$ cat config.mk
export PLATFORM = sky130hd
export DESIGN_NAME = dcc_track_bit_decoder_core
export DESIGN_NICKNAME = d
export VERILOG_FILES = /design/src/design/dcctbd_pkg.sv /design/src/design/dcctbd_in_stage.sv /design/src/design/dcctbd_decode.sv /design/src/design/dcctbd_out_stage.sv /design/src/design/dcc_track_bit_decoder_core.sv
export SDC_FILE = /design/constraint.sdc
export NUM_CORES = 1
export LEC_CHECK = 0
export ABC_AREA = 0
export BUFFER_PORTS_ARGS = -buffer_cell sky130_fd_sc_hd__buf_2
export CAP_MARGIN = 40
export CORE_MARGIN = 5
export CORE_UTILIZATION = 63
export DETAILED_ROUTE_END_ITERATION = 16
export PLACE_DENSITY = 0.84
export SLEW_MARGIN = 20
export SYNTH_ARGS = -nofsm -noshare
export SYNTH_HDL_FRONTEND = slang
export SYNTH_HIERARCHICAL = 1
export SYNTH_SLANG_ARGS = --single-unit
$ cat constraint.sdc
create_clock -name clk -period 7.8 [get_ports clk]
set_input_delay 0.39 -clock clk [delete_from_list [all_inputs] [get_ports clk]]
set_output_delay 0.39 -clock clk [all_outputs]
set_load 0.05 [all_outputs]
$ cat src/design/dcctbd_pkg.sv
package dcctbd_pkg;

  localparam int FILTER_TAPS = 3;
  localparam int HIST_W      = FILTER_TAPS;
  localparam int CNT_W       = $clog2(FILTER_TAPS + 1);
  localparam logic [CNT_W-1:0] MAJORITY = CNT_W'((FILTER_TAPS + 1) / 2);

  localparam int TS_W      = 16;
  localparam int BYTE_W    = 8;
  localparam int BIT_CNT_W = $clog2(BYTE_W);

  localparam logic [TS_W-1:0] THRESH_RESET = 16'd1580;

  typedef struct packed {
    logic            level;
    logic [TS_W-1:0] timestamp;
  } sample_t;

  typedef struct packed {
    logic              valid;
    logic [BYTE_W-1:0] value;
  } result_t;

endpackage

$ cat src/design/dcctbd_in_stage.sv
module dcctbd_in_stage (
  input  logic                clk,
  input  logic                rst_n,
  input  logic                in_valid,
  output logic                in_ready,
  input  dcctbd_pkg::sample_t in_sample,
  input  logic                advance,
  output logic                s1_valid,
  output dcctbd_pkg::sample_t s1_sample
);

  logic                valid_r;
  logic                valid_nxt;
  dcctbd_pkg::sample_t sample_r;

  assign in_ready  = !valid_r || advance;
  assign valid_nxt = in_ready ? in_valid : valid_r;
  assign s1_valid  = valid_r;
  assign s1_sample = sample_r;

  always_ff @(posedge clk) begin
    if (!rst_n) begin
      valid_r <= 1'b0;
    end else begin
      valid_r <= valid_nxt;
    end
  end

  always_ff @(posedge clk) begin
    if (in_valid && in_ready) begin
      sample_r <= in_sample;
    end
  end

endmodule

$ cat src/design/dcctbd_decode.sv
module dcctbd_decode (
  input  logic                                 clk,
  input  logic                                 rst_n,
  input  logic                                 fire,
  input  dcctbd_pkg::sample_t                  sample,
  input  logic [dcctbd_pkg::TS_W-1:0]          threshold,
  output dcctbd_pkg::result_t                  result
);

  logic [dcctbd_pkg::HIST_W-1:0]    hist_r;
  logic [dcctbd_pkg::HIST_W-1:0]    hist_nxt;
  logic [dcctbd_pkg::HIST_W:0]      hist_ext;
  logic [dcctbd_pkg::CNT_W-1:0]     high_cnt;
  logic                             filtered;
  logic                             level_r;
  logic [dcctbd_pkg::TS_W-1:0]      edge_time_r;
  logic [dcctbd_pkg::TS_W-1:0]      spacing;
  logic                             half;
  logic                             edge_det;
  logic                             pend_valid_r;
  logic                             pend_valid_nxt;
  logic                             pend_value_r;
  logic                             bit_ok;
  logic [dcctbd_pkg::BYTE_W-1:0]    byte_shift_r;
  logic [dcctbd_pkg::BYTE_W-1:0]    byte_shift_nxt;
  logic [dcctbd_pkg::BYTE_W-1:0]    byte_full;
  logic [dcctbd_pkg::BIT_CNT_W-1:0] bit_count_r;
  logic [dcctbd_pkg::BIT_CNT_W-1:0] bit_count_nxt;
  logic                             byte_done;

  always_comb begin
    hist_ext = {hist_r, sample.level};
    hist_nxt = hist_ext[dcctbd_pkg::HIST_W-1:0];
    high_cnt = '0;
    for (int i = 0; i < dcctbd_pkg::HIST_W; i++) begin
      high_cnt = high_cnt + {{(dcctbd_pkg::CNT_W-1){1'b0}}, hist_nxt[i]};
    end
  end

  assign filtered = (high_cnt >= dcctbd_pkg::MAJORITY);
  assign edge_det = (filtered != level_r);
  assign spacing  = sample.timestamp - edge_time_r;
  assign half     = (spacing < threshold);

  assign pend_valid_nxt = edge_det ? !pend_valid_r : pend_valid_r;
  assign bit_ok         = edge_det && pend_valid_r && (half == pend_value_r);
  assign byte_done      = bit_ok && (bit_count_r == {dcctbd_pkg::BIT_CNT_W{1'b1}});

  always_comb begin
    byte_full              = byte_shift_r;
    byte_full[bit_count_r] = half;
  end

  always_comb begin
    byte_shift_nxt = byte_shift_r;
    bit_count_nxt  = bit_count_r;
    if (bit_ok) begin
      byte_shift_nxt = byte_done ? '0 : byte_full;
      bit_count_nxt  = bit_count_r + 1'b1;
    end
  end

  assign result.valid = fire && byte_done;
  assign result.value = byte_full;

  always_ff @(posedge clk) begin
    if (!rst_n) begin
      hist_r       <= '0;
      level_r      <= 1'b0;
      edge_time_r  <= '0;
      pend_valid_r <= 1'b0;
      pend_value_r <= 1'b0;
      byte_shift_r <= '0;
      bit_count_r  <= '0;
    end else if (fire) begin
      hist_r       <= hist_nxt;
      level_r      <= filtered;
      pend_valid_r <= pend_valid_nxt;
      byte_shift_r <= byte_shift_nxt;
      bit_count_r  <= bit_count_nxt;
      if (edge_det) begin
        edge_time_r  <= sample.timestamp;
        pend_value_r <= half;
      end
    end
  end

`ifndef SYNTHESIS
  a_result_needs_fire: assert property (@(posedge clk) disable iff (!rst_n)
    result.valid |-> fire && bit_ok)
    else $error("byte emitted without a processed word");

  a_count_clears: assert property (@(posedge clk) disable iff (!rst_n)
    result.valid |=> (bit_count_r == '0) && (byte_shift_r == '0))
    else $error("byte assembly not cleared after emit");

  a_hold_when_idle: assert property (@(posedge clk) disable iff (!rst_n)
    !fire |=> $stable(bit_count_r) && $stable(byte_shift_r) && $stable(pend_valid_r))
    else $error("decoder state moved without a word");
`endif

endmodule

$ cat src/design/dcctbd_out_stage.sv
module dcctbd_out_stage (
  input  logic                              clk,
  input  logic                              rst_n,
  input  dcctbd_pkg::result_t               result,
  output logic                              out_free,
  output logic                              out_valid,
  input  logic                              out_ready,
  output logic [dcctbd_pkg::BYTE_W-1:0]     out_byte_value
);

  logic                          valid_r;
  logic                          valid_nxt;
  logic [dcctbd_pkg::BYTE_W-1:0] byte_r;

  assign out_free       = !valid_r || out_ready;
  assign valid_nxt      = out_free ? result.valid : valid_r;
  assign out_valid      = valid_r;
  assign out_byte_value = byte_r;

  always_ff @(posedge clk) begin
    if (!rst_n) begin
      valid_r <= 1'b0;
    end else begin
      valid_r <= valid_nxt;
    end
  end

  always_ff @(posedge clk) begin
    if (out_free && result.valid) begin
      byte_r <= result.value;
    end
  end

endmodule

$ cat src/design/dcc_track_bit_decoder_core.sv
// Path: a word accepted into the input register is decoded and, if it completes a byte, loads the output register.
// Throughput: one word per cycle; input register, decode logic and output register
// all advance together, stalling only while a finished byte waits on out_ready.
// Reset: synchronous on rst_n low; clears filter, edge, pair and byte state,
// empties both registers and sets the threshold to 1580.
module dcc_track_bit_decoder_core (
  input  logic                              clk,
  input  logic                              rst_n,
  input  logic                              in_valid,
  output logic                              in_ready,
  input  logic                              in_pin_level,
  input  logic [dcctbd_pkg::TS_W-1:0]       in_timestamp,
  output logic                              out_valid,
  input  logic                              out_ready,
  output logic [dcctbd_pkg::BYTE_W-1:0]     out_byte_value,
  input  logic                              cfg_wr_en,
  input  logic [dcctbd_pkg::TS_W-1:0]       cfg_wr_data
);

  logic [dcctbd_pkg::TS_W-1:0] threshold_r;
  dcctbd_pkg::sample_t         in_sample;
  dcctbd_pkg::sample_t         s1_sample;
  dcctbd_pkg::result_t         result;
  logic                        s1_valid;
  logic                        out_free;
  logic                        fire;

  assign in_sample.level     = in_pin_level;
  assign in_sample.timestamp = in_timestamp;
  assign fire                = s1_valid && out_free;

  always_ff @(posedge clk) begin
    if (!rst_n) begin
      threshold_r <= dcctbd_pkg::THRESH_RESET;
    end else if (cfg_wr_en) begin
      threshold_r <= cfg_wr_data;
    end
  end

  dcctbd_in_stage u_in_stage (
    .clk       (clk),
    .rst_n     (rst_n),
    .in_valid  (in_valid),
    .in_ready  (in_ready),
    .in_sample (in_sample),
    .advance   (fire),
    .s1_valid  (s1_valid),
    .s1_sample (s1_sample)
  );

  dcctbd_decode u_decode (
    .clk       (clk),
    .rst_n     (rst_n),
    .fire      (fire),
    .sample    (s1_sample),
    .threshold (threshold_r),
    .result    (result)
  );

  dcctbd_out_stage u_out_stage (
    .clk            (clk),
    .rst_n          (rst_n),
    .result         (result),
    .out_free       (out_free),
    .out_valid      (out_valid),
    .out_ready      (out_ready),
    .out_byte_value (out_byte_value)
  );

endmodule
======== After elaboration in Yosys (flattened, before gate mapping) ========
Cells that the tools add are included.
storage, ports and cells
  logic and storage cells ................. 43
  input port bits ......................... 38
  output and inout bits ................... 10
  bits in registers ....................... 75
cells by class
  order comparisons ....................... 4
  equal/unequal tests ..................... 3
  $add $sub $neg .......................... 4
  muxes and demuxes ....................... 4
  reduce and logical (&&, ||, !) cells .... 15
operator list
  cell                 number
  $lt 16x16->1         1
  $sub 16x16->16       1
  $bwmux 8             1
  $logic_and 1x1->1    8
  $mux 8               1
  $lt 3x4->1 const B   1
  $reduce_and 2->1     2
  $add 3x1->3 const B  1
  $demux 1 s3          1
  $eq 3x3->1 const B   1
  $ge 3x1->1 const B   1
  $logic_not 1->1      3
  $add 1x1->2          1
  $add 2x1->2          1
  $ge 2x2->1 const B   1
  $logic_or 1x1->1     2
  $eq 1x1->1           1
  $mux 1               1
  $ne 1x1->1           1

======== Logic depth before layout (Yosys ltp) ========
  depth after elaboration ................. 9
  mapped depth ............................ 20
  depth with buffers taken out ............ 19

======== Modules after synthesis ========
Netlist, hierarchy kept.
by module, submodules not included
  module                      area each (µm²)  seq. area each (µm²)  cells each  times used
  dcctbd_decode               2608.8           640.6                 331         1
  dcc_track_bit_decoder_core  609.3            320.3                 52          1
  dcctbd_in_stage             568.0            530.5                 22          1
  dcctbd_out_stage            297.8            260.2                 13          1

======== Least setup slack after synthesis ========
Ideal clock, no wire load.
  path type ............................... reg2reg
  start point ............................. register u_in_stage.sample_r, in the netlist u_in_stage/s1_sample[6]
  end point ............................... register u_out_stage.byte_r, in the netlist u_out_stage/out_byte_value[0] (enable)
  buffers on the path ..................... 1
  cell stages (with the launch flop) ...... 17
  slack ................................... 3.855 ns
  required time ........................... 7.551 ns
  clock period less this slack ............ 3.945 ns
  setup time .............................. 0.249 ns
  arrival ................................. 3.697 ns
  path through ............................ edfxtp_1 -> ha_1 -> a2111o_1 -> o2111ai_1 -> a21oi_1 -> nor2_1 -> xnor2_1 -> ha_1 -> and4_4 -> a221oi_2 -> a21oi_1 -> a211oi_2 -> o31a_4 -> mux2_4 -> buf_6 -> and2_1 -> and2_4
RTL lines
  item                    RTL line                RTL
  from (decl)             dcctbd_in_stage.sv:14   dcctbd_pkg::sample_t sample_r;
  from (signal assigned)  dcctbd_in_stage.sv:31   sample_r <= in_sample;
  to (signal assigned)    dcctbd_out_stage.sv:30  byte_r <= result.value;
  to (decl)               dcctbd_out_stage.sv:13  logic [dcctbd_pkg::BYTE_W-1:0] byte_r;

==> qor.yml <==
status:
  status: "finished clean"
clocking:
  ctsResizeCount: 0
  cts.sinks: 75
  tritoncts: "done"
  cts_setup_buffers: 0
  clk_pin_slew_ns: 0.08
  cts-hold-fix-buffers: 0
  numCtsBuffers: 9
  ctsHtreeMaxLevel: 3
  clock_latency_ns: 0.35
  cts-root-buf: "clkbuf_8"
  clock_path_buffers: 2
power_and_ir_drop:
  switching_share_pct: 26.2
  combPwrFrac_pct: 17.0
  p_int_uw: 671
  p_sw_uw: 238
  power.total_uw: 909
  p_leak_nw: 1.90
  pwr-share-seq_pct: 47.1
  ir_drop_uv: 189
  p_clk_share_pct: 36.0
  power.density_nw_per_um2: 200
place:
  placed_area_um2: 4320
  dpl.hpwl_um: 5690
  numPortBuffers: 47
  place.gp.congestion: 0.805
sta:
  setup_tns_ns: 0
  fin_skew_ns: 0.00573
  relSlewSlack_pct: 54.1
  worst_pin_slew_ns: 0.688
  max_freq_mhz: 229
  slew_viol_final: 0
  hold_viol_final: 0
  layout_min_cycle_time_ns: 4.36
  finalSetupViolCount: 0
  rsz0062_at_grt: "no"
  fin_crit_sh_pct: 56.0
floorplanning:
  pin_count: 48
  die_h_um: 90.5
  initial_utilization_pct: 64.7
  die_area_um2: 8190
  core_um2: 6310
  row_count: 29
  die_x_um: 90.5
setup_path:
  reg2reg_to: "u_out_stage/out_byte_value[7]"
  end_kind: "flip-flop"
  crit_fanout: 18
  cp.arrival_ns: 4.48
  timing.rr.start: "u_in_stage/s1_sample[6]"
  critPathLaunchType: "flip-flop"
  worstSetupPathType: "reg -> reg"
  r2r_setup_slack_ns: 3.44
  critical_path_required_ns: 7.91
  r2r_cells: 15
logic_synthesis:
  ys.flop_type: "dfxtp_1"
  ys_async_sr_fraction_pct: 0
  yosys_warnings: 6
  ys_seq_area_share_pct: 42.9
  synth_edf_count: 25
  synth_fp_nets: 490
  synthDistinctLibCells: 53
  synth_area_um2: 4080
  ys_ff_latch: 75
  syn_avg_cell_area_um2: 9.77
  synthCells: 418
final_layout:
  final_cell_area_um2: 4550
  fin_nets: 532
  final_layout_size_suffix_gt1_share_pct: 18.3
  nFillCells: 486
  areaGrowthSynthToFinish_pct: 11.5
  final_common_cell: "nand2_1"
  final_cell_mix: "64 x nand2_1, 50 x dfxtp_1, 47 x buf_2"
  diodes: 0
hold_path:
  holdPathEnd: "u_in_stage/s1_sample[10]"
  hold_start: "in_timestamp[10]"
  hold_depth: 1
  holdCritPathClass: "in -> reg"
route:
  vias_per_cell: 5.60
  wl_per_cell_um: 14.6
  antenna_left: 0
  drt_pass1_iterations: 4
  num_vias: 3037
  wl_um: 7930
  drcViolationCount: 0
  drt_iter0_drc: 113
global_routing:
  grt.total_usage_pct: 19.9
  grt_pass1_vias: 3053
  grt_first_pass_wirelength_um: 13500
  grt_max_degree: 55
  antenna_found_initial: 0
  grt-ovfl-total: 0
flow_run:
  drv_cap: 0
-- sequential cells by signal (all words and copies together) (netlist names) --
signal	flops
u_in_stage/s1_sample	17
threshold_r	16
u_decode/edge_time_r	16
u_decode/byte_shift_r	8
u_out_stage/out_byte_value	8
u_decode/bit_count_r	3
u_decode/hist_r	2
u_decode/level_r	1
u_decode/pend_valid_r	1
u_decode/pend_value_r	1
u_in_stage/s1_valid	1
u_out_stage/out_valid	1
-- routing by layer --
metal  share of wire (%)  up-vias  routed length (um)  GRT usage (%)
li1                    -     1531                   -              -
met1                  42     1404                3360           23.3
met2                  50       86                3980           33.8
met3                 5.1       16                 406           5.00
met4                 2.3        0                 186           9.31
met5                   0        -                   0              0
-- power by group through the flow --
| stage | logic, mW | clock network [mW] | registers, mW |
|---|---|---|---|
| after floorplan | 0.120 | 0 | 0.434 |
| after global placement | 0.145 | 0 | 0.436 |
| after detailed placement | 0.153 | 0 | 0.437 |
| after CTS | 0.154 | 0.334 | 0.428 |
| after global routing | 0.174 | 0.349 | 0.429 |
| final | 0.154 | 0.327 | 0.428 |
-- area by class of cell --
| type | count | area (um^2) | share of cell area, % |
|---|---|---|---|
| flip-flops and latches | 75 | 1750 | 38.5 |
| clock inverters | 6 | 88.8 | 1.95 |
| repair buffers | 48 | 255 | 5.60 |
| well taps | 77 | 96.3 | 2.12 |
| inverters | 35 | 131 | 2.88 |
| clock buffers | 10 | 128 | 2.80 |
| multi-input cells | 291 | 2100 | 46.2 |
-- per-stage QoR --
step	instances	hold WS [ns]	util [%]	setup WS [ns]
floorplan	418	0.442	-	3.85
global placement	525	0.453	68.4	3.67
detailed placement	525	0.461	68.4	3.49
CTS	541	0.195	71.8	3.48
global route	542	0.191	72.1	3.25
finish	542	0.213	72.1	3.44
-- kinds of logic (layout without fill, tap and decap cells) --
group,after synthesis,count (layout),share of synthesized area [%]
AOI/OAI and AO/OA,83,83,14.5
xor gates and xnor gates,14,14,3.00
adders and majority gates,34,34,10.6
buffers and inverters,52,99,5.61
DFF,75,75,42.9
muxes,30,30,7.72
and+or+nand+nor,130,130,15.7
-- synthesized netlist by cell type (4+ instances only) --
master | number | area, um^2
ha_1 | 33 | 413
a21boi_0 | 17 | 128
inv_1 | 35 | 131
o21ai_0 | 6 | 30.0
dfxtp_1 | 50 | 1000
nor2b_1 | 16 | 100
a21o_1 | 6 | 45.0
o21a_1 | 5 | 37.5
nand3_1 | 4 | 20.0
and2_1 | 4 | 25.0
clkbuf_1 | 9 | 33.8
edfxtp_1 | 25 | 751
nor2_1 | 11 | 41.3
xnor2_1 | 10 | 87.6
nand2_1 | 64 | 240
xor2_1 | 4 | 35.0
nor3_1 | 11 | 55.1
mux2_2 | 8 | 90.1
mux2i_1 | 21 | 210
o21ai_1 | 8 | 40.0
a31oi_1 | 9 | 56.3
a21oi_1 | 15 | 75.1
-- how the worst max path moves through the flow --
stage	from	to	slack, ns
6_report	u_in_stage/s1_sample[6]	u_out_stage/out_byte_value[7]	3.44
5_1_grt	u_in_stage/s1_sample[6]	u_out_stage/out_byte_value[3]	3.25
4_1_cts	u_in_stage/s1_sample[6]	u_out_stage/out_byte_value[3]	3.48
3_5_place_dp	u_in_stage/s1_sample[6]	u_out_stage/out_byte_value[3]	3.49
3_3_place_gp	u_in_stage/s1_sample[6]	u_out_stage/out_byte_value[5]	3.67
2_1_floorplan	u_in_stage/s1_sample[6]	u_out_stage/out_byte_value[0]	3.85
-- worst max-delay path, cell delays in order (launching register included) --
cell,delay (ns)
edfxtp_1,0.40
ha_1,0.38
a2111o_1,0.45
o2111ai_1,0.23
a21oi_1,0.12
nor2_1,0.19
xnor2_1,0.17
ha_1,0.30
and4_4,0.21
a221oi_2,0.23
a21oi_1,0.13
a211oi_2,0.23
o31a_4,0.29
mux2_4,0.40
and2_1,0.20
and2_4,0.18
(Power assumes the default switching activity.)
